<file path="config.mk">
export PLATFORM = sky130hd
export DESIGN_NAME = csm_ctrl
export DESIGN_NICKNAME = d
export VERILOG_FILES = /design/src/design/csm_pkg.sv /design/src/design/csm_ctrl.sv
export SDC_FILE = /design/constraint.sdc
export NUM_CORES = 1
export LEC_CHECK = 0
export BUFFER_PORTS_ARGS = -buffer_cell sky130_fd_sc_hd__buf_2
export CAP_MARGIN = 20
export CORE_AREA = 3 3 40 42
export CTS_CLUSTER_SIZE = 30
export DETAILED_ROUTE_END_ITERATION = 16
export DIE_AREA = 0 0 43 45
export GPL_TIMING_DRIVEN = 0
export SLEW_MARGIN = 20
export SYNTH_ARGS = -nofsm -noshare
export SYNTH_HDL_FRONTEND = slang
export SYNTH_SLANG_ARGS = --single-unit
</file>
<file path="constraint.sdc">
create_clock -name clk -period 1.3 [get_ports clk]
set_input_delay 0.065 -clock clk [delete_from_list [all_inputs] [get_ports clk]]
set_output_delay 0.065 -clock clk [all_outputs]
set_load 0.02 [all_outputs]
</file>
<file path="src/design/csm_pkg.sv">
// ----------------------------------------------------------------------------
// csm_pkg
// Shared codes and control types for the coo sparse matrix-vector block.
// ----------------------------------------------------------------------------
package csm_pkg;

	// command codes
	localparam logic [1:0] CMD_LOAD  = 2'd0;
	localparam logic [1:0] CMD_ACCUM = 2'd1;
	localparam logic [1:0] CMD_READ  = 2'd2;
	localparam logic [1:0] CMD_CLEAR = 2'd3;

	// status codes
	localparam logic [1:0] STATUS_OK    = 2'd0;
	localparam logic [1:0] STATUS_RANGE = 2'd1;
	localparam logic [1:0] STATUS_SAT   = 2'd2;

	// configuration register indexes
	localparam logic CFG_NUM_ROWS = 1'b0;
	localparam logic CFG_NUM_COLS = 1'b1;

	// reset values of the configuration registers
	localparam logic [10:0] NUM_ROWS_RESET = 11'd1024;
	localparam logic [10:0] NUM_COLS_RESET = 11'd1024;

	// source of the pending result
	typedef enum logic [1:0] {
		RES_ZERO,
		RES_RANGE,
		RES_READ,
		RES_ACCUM
	} res_sel_t;

	// controller to datapath
	typedef struct packed {
		logic     capture;
		logic     vec_wr;
		logic     mem_rd;
		logic     mul_en;
		logic     acc_wr;
		logic     clr_wr;
		logic     res_en;
		res_sel_t res_sel;
		logic     out_load;
	} ctrl_cmd_t;

	// datapath to controller
	typedef struct packed {
		logic [1:0] cmd;
		logic       row_ok;
		logic       col_ok;
		logic       sweep_last;
	} dp_status_t;

endpackage

</file>
<file path="src/design/csm_ctrl.sv">
// ----------------------------------------------------------------------------
// csm_ctrl
// Command sequencer: reset sweep, per-command steps and output handshake.
// ----------------------------------------------------------------------------
module csm_ctrl (
	input  logic                clk,
	input  logic                arst_n,
	input  logic                in_valid,
	output logic                in_ready,
	output logic                out_valid,
	input  logic                out_ready,
	input  csm_pkg::dp_status_t dp_stat,
	output csm_pkg::ctrl_cmd_t  ctrl
);

	typedef enum logic [2:0] {
		ST_SWEEP,
		ST_IDLE,
		ST_EXEC,
		ST_MUL,
		ST_ACC,
		ST_RDOUT,
		ST_CLEAR,
		ST_DONE
	} state_t;

	state_t state_q;
	logic   out_free;

	assign in_ready = (state_q == ST_IDLE);
	assign out_free = !out_valid || out_ready;

	// step commands for the datapath
	always_comb begin
		ctrl = '0;
		ctrl.res_sel = csm_pkg::RES_ZERO;
		case (state_q)
			ST_SWEEP: ctrl.clr_wr = 1'b1;
			ST_IDLE:  ctrl.capture = in_valid;
			ST_EXEC: begin
				ctrl.res_en = 1'b1;
				case (dp_stat.cmd)
					csm_pkg::CMD_LOAD: begin
						ctrl.vec_wr  = dp_stat.col_ok;
						ctrl.res_sel = dp_stat.col_ok ? csm_pkg::RES_ZERO
							: csm_pkg::RES_RANGE;
					end
					csm_pkg::CMD_ACCUM: begin
						ctrl.mem_rd  = dp_stat.row_ok && dp_stat.col_ok;
						ctrl.res_sel = csm_pkg::RES_RANGE;
					end
					csm_pkg::CMD_READ: begin
						ctrl.mem_rd  = dp_stat.row_ok;
						ctrl.res_sel = csm_pkg::RES_RANGE;
					end
					default: ctrl.res_sel = csm_pkg::RES_ZERO;
				endcase
			end
			ST_MUL: ctrl.mul_en = 1'b1;
			ST_ACC: begin
				ctrl.acc_wr  = 1'b1;
				ctrl.res_en  = 1'b1;
				ctrl.res_sel = csm_pkg::RES_ACCUM;
			end
			ST_RDOUT: begin
				ctrl.res_en  = 1'b1;
				ctrl.res_sel = csm_pkg::RES_READ;
			end
			ST_CLEAR: ctrl.clr_wr = 1'b1;
			ST_DONE:  ctrl.out_load = out_free;
			default: ;
		endcase
	end

	// state and output valid
	always_ff @(posedge clk or negedge arst_n) begin
		if (!arst_n) begin
			state_q   <= ST_SWEEP;
			out_valid <= 1'b0;
		end else begin
			if (ctrl.out_load) begin
				out_valid <= 1'b1;
			end else if (out_ready) begin
				out_valid <= 1'b0;
			end
			case (state_q)
				ST_SWEEP: begin
					if (dp_stat.sweep_last) state_q <= ST_IDLE;
				end
				ST_IDLE: begin
					if (in_valid) state_q <= ST_EXEC;
				end
				ST_EXEC: begin
					case (dp_stat.cmd)
						csm_pkg::CMD_ACCUM: begin
							state_q <= (dp_stat.row_ok && dp_stat.col_ok) ? ST_MUL : ST_DONE;
						end
						csm_pkg::CMD_READ: begin
							state_q <= dp_stat.row_ok ? ST_RDOUT : ST_DONE;
						end
						csm_pkg::CMD_CLEAR: state_q <= ST_CLEAR;
						default:            state_q <= ST_DONE;
					endcase
				end
				ST_MUL:   state_q <= ST_ACC;
				ST_ACC:   state_q <= ST_DONE;
				ST_RDOUT: state_q <= ST_DONE;
				ST_CLEAR: begin
					if (dp_stat.sweep_last) state_q <= ST_DONE;
				end
				ST_DONE: begin
					if (out_free) state_q <= ST_IDLE;
				end
				default: state_q <= ST_IDLE;
			endcase
		end
	end

endmodule

</file>
# Word-level counts from Yosys, hierarchy flattened
# Cells that the tools add are included.
# Widths: inputs -> output; s select.
[word_totals] mem_count=0 mem_bits_ro=0 latch_bits=0 ram_bits=0 reg_bits=4 wordCells=47
[classes] n_bitwise=0 shift=0 mul=0 n_lt_le_gt_ge=0 div=0 n_reduce_logical=10 eq_ne=14 mux=21 n_addsub=0
[op_table] operator="$pmux 3 s7" n=1
[op_table] operator="$pmux 3 s3" n=2
[op_table] operator="$mux 3" n=5
[op_table] operator="$eq 3x3->1 const B" n=4
[op_table] operator="$mux 1" n=9
[op_table] operator="$ne 2x2->1 const B" n=4
[op_table] operator="$eq 3x2->1 const B" n=2
[op_table] operator="$reduce_or 2->1" n=3
[op_table] operator="$eq 2x2->1 const B" n=2
[op_table] operator="$mux 2" n=2
[op_table] operator="$pmux 1 s2" n=2
[op_table] operator="$reduce_and 4->1" n=1
[op_table] operator="$eq 3x1->1 const B" n=1
[op_table] operator="$logic_not 3->1" n=1
[op_table] operator="$eq 2x1->1 const B" n=1
[op_table] operator="$logic_not 2->1" n=1
[op_table] operator="$reduce_bool 2->1" n=1
[op_table] operator="$logic_and 1x1->1" n=1
[op_table] operator="$logic_not 1->1" n=1
[op_table] operator="$logic_or 1x1->1" n=1

# Depth between registers and ports, before layout
# Gate-level depths: netlist of the first run.
[depth] ltp_word=4 ltp_mapped=5

# Least setup slack after synthesis of the first run
# OpenSTA, ideal clock, no wires.
[synth_path] path_kind="register to output" from="register state_q[2]" to="output ctrl[9] in the netlist's numbering" path_stages_with_launch=4 t_arrival_ps=1382 n_path_buf=1 path_slack_ps=-147 path_cell_list="dfrtp_1 clkbuf_1 nor3_1 and2_1"
[synth_rtl] item="from (decl)" line_no="csm_ctrl.sv:27" source="state_t state_q;"
[synth_rtl] item="from (signal assigned)" line_no="csm_ctrl.sv:96" source="state_q <= (dp_stat.row_ok && dp_stat.col_ok) ? ST_MUL : ST_DONE;"
[synth_rtl] item="from (signal assigned)" line_no="csm_ctrl.sv:99" source="state_q <= dp_stat.row_ok ? ST_RDOUT : ST_DONE;"
[synth_rtl] item="to (decl)" line_no="csm_ctrl.sv:13" source="output csm_pkg::ctrl_cmd_t ctrl"

==> results.md, run 1 <==
* DP HPWL at 793 µm
* Max-Cap Viols at 0
* Syn-to-layout area delta at 86.5%
* # IOs at 21
* Worst vdd ir at 867 µV
* Sink Count at 4
* Initial DRC count at 3
* Critical path required time at 1.24 ns
* CTS root buf: clkbuf_4
* Tcrit/Tclk final at 109%
* Antenna viol nets, final at 0
* CP Capture Type: output port
* Gate power share at 76.1%
* Clock share of power at 8.7%
* Synth Area per Inst at 7.26 µm²
* H-tree depth at 1
* Clock skew at 0.00411 ns
* Final net count at 105
* Post-route DRC violation count at 0
* FFs w/ async S/R, synth at 100%
* Worst Path Buf+Inv at 2
* Die area at 1940 µm²
* Inst Count DP at 91
* Worst-path clk slew at 0.04 ns
* Top post-synthesis cells by area: dfrtp_1 25%, ha_1 12%, nand2_1 6.5%
* Routed vias/inst at 4.80
* Crit path launch type: register
* Fraction of layout cells with a size suffix above 1 at 57.8%
* Crit Path Class: register to output port
* Largest net degree at the start of global routing at 10
* Rows at 13
* Failing checks: negative setup slack
* Cts bufs inserted at 3
* Hold crit path type: primary input to register
* Critical Path Max Stage Delay at 0.39 ns
* Distinct cells, synth at 26
* Drt first pass iters at 4
* Arrival @ worst endpoint at 1.35 ns
* Ant. Diodes at 0
* Multi-input logic area at 338 µm²
* RD Place Congestion at 0.765
* Count leader, synth: nand2_1
* Seq cells post-synth at 4
* Cell Area, Synth at 407 µm²
* Fin crit period at 1.42 ns
* RSZ-0062 raised after global routing: true
* Critical Path Fanout Max at 3
* Sequential area share after synthesis at 24.6%
* Total congestion overflow at 0
* Lkg Pwr at 0.387 nW
* Fin Setup TNS at -0.552 ns
* Final Hold Slack at 0.145 ns
* Pint at 1.01 mW
* Synthesized net count at 69
* Slew margin rel. at 74.8%
* Final-layout fill cell count at 108
* Reg area at 101 µm²
* Switching share of power at 43.6%
* Routed wire length per instance at 11.6 µm
* Initial antenna violation count at 0
* Slowest CP cell: dfrtp_1
* Starting Density at 31.6%
* First-pass GRT wire length at 1880 µm
* Worst path top cell family by delay: simple AND/OR/NAND/NOR gates
* Fmax at 704 MHz
* Non-filler cells, final at 105
* Worst Slack Setup Final at -0.120 ns
* Flop pwr share at 15.2%
* PwrDens at 2360 nW/µm²
* Via count at 504
* CTS tree: built
* Drt total wl at 1220 µm
* Post-synth top cells: 7 x nand2_1, 5 x nor2_1
* Net Sw Power at 781 µW
* Finished Core Util at 59.0%
* Slew @ Worst Pin at 0.374 ns
* Tot GR Track Use at 13.1%
* Clock buffer depth at 2
* Max Slew Vio Count at 0
* Total power at 1.79 mW
* Ys flop type: dfrtp_1
* Fin. Hold Viols at 0
* Port buffer count at 20
* Final setup violating endpoints at 8
* Post-Syn Instances at 56
* EDFF count, synth at 0
* Core area at 1280 µm²
* Ys Warns at 0
* Top cell type's share of synthesized area at 24.6%
* Die height at 45 µm
* Later-pin clock latency in the skew report at 0.23 ns
* Outcome: complete, but fails checks
* Yosys top cell by area: dfrtp_1
* Critical path, cell by cell: buf_6 > and2b_1 > nand2b_1 > nor3_2 > buf_4
* DIE WIDTH at 43 µm
* R2R Setup Slk at -0.11 ns
* Number of global-route vias before repair at 452
[routing by layer]
metal	vias to the layer above	GRT usage (%)	wire (µm)	part of all wire, %
li1	258	-	-	-
met5	-	0	0	0
met1	231	15.4	518	43
met3	0	5.18	62	5.1
met2	15	23.4	637	52
met4	0	1.81	0	0
[timing repair]
action                     CTS  global route
buffers inserted             8             4
gates resized for setup     16            18
pin swaps                    5             7
setup endpoints to repair   10            10
hold buffers                 1             0
hold endpoints to repair     4             0
[kinds of logic (layout without fill, tap and decap cells)]
group / after synthesis / in the layout / synth area share (%)
AOI/OAI and AO/OA: 10 / 10 / 13.8
adders and majority gates: 4 / 4 / 12.3
DFF: 4 / 4 / 24.6
and+or+nand+nor: 31 / 31 / 40.6
buffers and inverters: 7 / 41 / 8.61
[final timing paths]
check | cells after the start | to | from
worst max-delay path | 5 | ctrl[7] | state_q[0]
worst min-delay path | 3 | out_valid | out_ready
worst max register to register | 5 | state_q[0] | state_q[0]
worst min register to register | 1 | state_q[0] | state_q[2]
max in group asynchronous | 2 | state_q[2] | arst_n
min in group asynchronous | 2 | state_q[2] | arst_n
[registers in the layout, summed over array words and instances (netlist names)]
name,cells
state_q,3
out_valid,1
[power groups by stage]
| stage | Combinational [mW] | Sequential [mW] | Clock [mW] |
|---|---|---|---|
| after floorplan | 0.589 | 0.229 | 0 |
| after global placement | 0.826 | 0.218 | 0 |
| after detailed placement | 0.834 | 0.220 | 0 |
| after CTS | 1.10 | 0.260 | 0.160 |
| after global routing | 1.46 | 0.276 | 0.178 |
| final | 1.36 | 0.272 | 0.155 |
[layout make-up]
| cell class | instances | area share (%) |
|---|---|---|
| inverter | 4 | 2.31 |
| multi-input combinational | 45 | 44.6 |
| clock buffer | 3 | 2.97 |
| tap | 15 | 2.48 |
| timing repair buffer | 32 | 31.4 |
| buffer | 2 | 2.97 |
| sequential | 4 | 13.4 |
[tightest hold or removal path, delay by kind of cell]
family	cells	cell delay [ns]
buffers and inverters	1	0.08
and+or+nand+nor	2	0.19
[metrics by stage]
step	setup WS, ns	instance area (µm²)
floorplan	0.0507	417
global placement	0.0115	536
detailed placement	0.00586	536
CTS	-0.0995	674
global route	-0.205	758
finish	-0.120	758
[placed cells by master (no fill, tap or decap), types with 2 or more instances in the layout]
| master | instances |
|---|---|
| buf_4 | 14 |
| buf_6 | 8 |
| o21ai_0 | 2 |
| ha_1 | 4 |
| nand2b_4 | 2 |
| a31oi_1 | 2 |
| nor2_1 | 4 |
| nor2b_1 | 3 |
| dfrtp_1 | 3 |
| nand2b_1 | 2 |
| nand2_1 | 7 |
| a21oi_2 | 2 |
| clkbuf_4 | 3 |
| buf_2 | 11 |
| inv_1 | 3 |
(Power assumes the default switching activity.)
==> run 2, diff against run 1 <==
==> constraint.sdc (replaced) <==
create_clock -name clk -period 1.3 [get_ports clk]
set_input_delay 0.065 -clock clk [delete_from_list [all_inputs] [get_ports clk]]
set_output_delay 0.065 -clock clk [all_outputs]
set_load 0.01 [all_outputs]
==> results.md, run 2 (synthesis gave the netlist of run 1 again) <==
* Outcome: complete, but fails checks
* Failing checks: negative setup slack
* Initial DRC count at 5
* Slew @ Worst Pin at 0.312 ns
* Routed vias/inst at 4.80
* Slew margin rel. at 78.9%
* Reg area at 101 µm²
* Fraction of layout cells with a size suffix above 1 at 45.3%
* Hold Path End: state_q[1]
* Pre-CTS setup slack at 0.00409 ns
* Lkg Pwr at 0.346 nW
* Via count at 485
* Number of flip-flops in the largest register at 3
* Final-layout fill cell count at 136
* Fin. Hold Viols at 0
* Later-pin clock latency in the skew report at 0.24 ns
* # IOs at 21
* DIE WIDTH at 43 µm
* Crit Path Class: register to output port
* Final net count at 101
* Worst path top cell family by delay: simple AND/OR/NAND/NOR gates
* Clock buffer depth at 2
* R2R Setup Slk at -0.08 ns
* Starting Density at 31.6%
* Number of global-route vias before repair at 435
* Placed Area at 526 µm²
* Total congestion overflow at 0
* Tot GR Track Use at 12.9%
* Slowest CP cell: dfrtp_1
* Critical Path Max Stage Delay at 0.39 ns
* Port buffer count at 20
* Ant. Diodes at 0
* Fin crit period at 1.38 ns
* PwrDens at 2050 nW/µm²
* Critical path, cell by cell: buf_6 > and2b_1 > nand2b_1 > nor3_1 > buf_2
* Initial antenna violation count at 0
* Arrival @ worst endpoint at 1.32 ns
* Worst-path clk slew at 0.04 ns
* Die height at 45 µm
* Final Hold Slack at 0.126 ns
* CTS tree: built
* First-pass GRT wire length at 1790 µm
* Hold crit path type: primary input to register
* Routed wire length per instance at 10.7 µm
* Fmax at 724 MHz
* DP HPWL at 787 µm
* CP Capture Type: output port
* Max-Cap Viols at 0
* Drt total wl at 1090 µm
* Worst vdd ir at 647 µV
* Commonest non-fill, non-tap cell in the layout: buf_2
* Critical path required time at 1.24 ns
* Max Slew Vio Count at 0
* CTS root buf: clkbuf_4
* Cts bufs inserted at 3
* Final instance area at 634 µm²
* Clock skew at 0.00902 ns
* Syn-to-layout area delta at 56.0%
* Largest Register: state_q
* Die area at 1940 µm²
* Top Registers: state_q (3), out_valid (1)
* Multi-input logic area at 292 µm²
* Antenna viol nets, final at 0
* Rows at 13
* H-tree depth at 1
* Cell depth of the worst flop-to-flop path at 4
* Crit path launch type: register
* R2R Path End: state_q[2]
* Largest net degree at the start of global routing at 11
* Core area at 1280 µm²
* Worst Path Buf+Inv at 2
* Post-route DRC violation count at 0
* RSZ-0062 raised after global routing: true
* Tcrit/Tclk final at 106%
* Final setup violating endpoints at 6
* Worst Slack Setup Final at -0.0818 ns
* Depth of the worst hold-timing path at 3
* Drt first pass iters at 4
* Commonest non-fill, non-tap cells in the layout: 20 x buf_2, 7 x nand2_1, 7 x buf_4
* Hold path startpoint: in_valid
* RD Place Congestion at 0.761
* Critical Path Fanout Max at 4
* RR Startpoint: state_q[0]
* Sink Count at 4
-- run 2: area by class of cell --
class,count,share of cell area [%]
plain buffers,2,3.55
clock buffers,3,3.55
repair buffers,28,25.6
multi-input cells,45,46.0
inverters,4,2.37
flip-flops and latches,4,16.0
well taps,15,2.96
-- run 2: power by group --
group	total (mW)	switching, mW	internal [mW]
clock	0.160	0.0562	0.104
combinational	0.891	0.435	0.456
sequential	0.251	0.0589	0.192
-- run 2: tightest hold or removal path, cell delays in order --
cell and delay, ns:
buf_2 0.09, nand3b_1 0.08, nand4_1 0.09
-- run 2: routing by layer --
layer	part of all wire, %	GRT usage, %	routed length, µm
met3	8.7	6.77	94
met4	4.0	8.43	43
met2	46	20.1	494
met1	42	13.6	453
met5	0	0	0
-- run 2: worst max-delay path by stage --
stage / from / endpoint / slack, ns / cells after the start
floorplan: state_q[0] / state_q[0] / 0.12 / 4
global placement: dp_stat[3] / state_q[2] / 0.01 / 5
detailed placement: dp_stat[3] / state_q[2] / 0.004 / 5
CTS: state_q[0] / ctrl[7] / -0.1 / 5
global route: state_q[0] / ctrl[7] / -0.13 / 5
finish: state_q[0] / ctrl[7] / -0.08 / 5
-- run 2: what timing repair did --
| item | in CTS | in global routing |
|---|---|---|
| endpoints found under the setup margin | 7 | 11 |
| resized for setup | 4 | 5 |
| buffers inserted | 6 | 1 |
| pin swaps | 3 | 1 |
| hold endpoints to repair | 4 | 0 |
| hold buffers | 1 | 0 |
-- run 2: stage by stage --
stage	util, %	setup TNS (ns)	instances	total power, mW
2_1_floorplan	-	0	56	0.697
3_3_place_gp	40.9	0	91	0.922
3_5_place_dp	40.9	0	91	0.923
4_1_cts	47.2	-0.301	100	1.24
5_1_grt	49.4	-0.757	101	1.42
6_report	49.4	-0.285	101	1.30
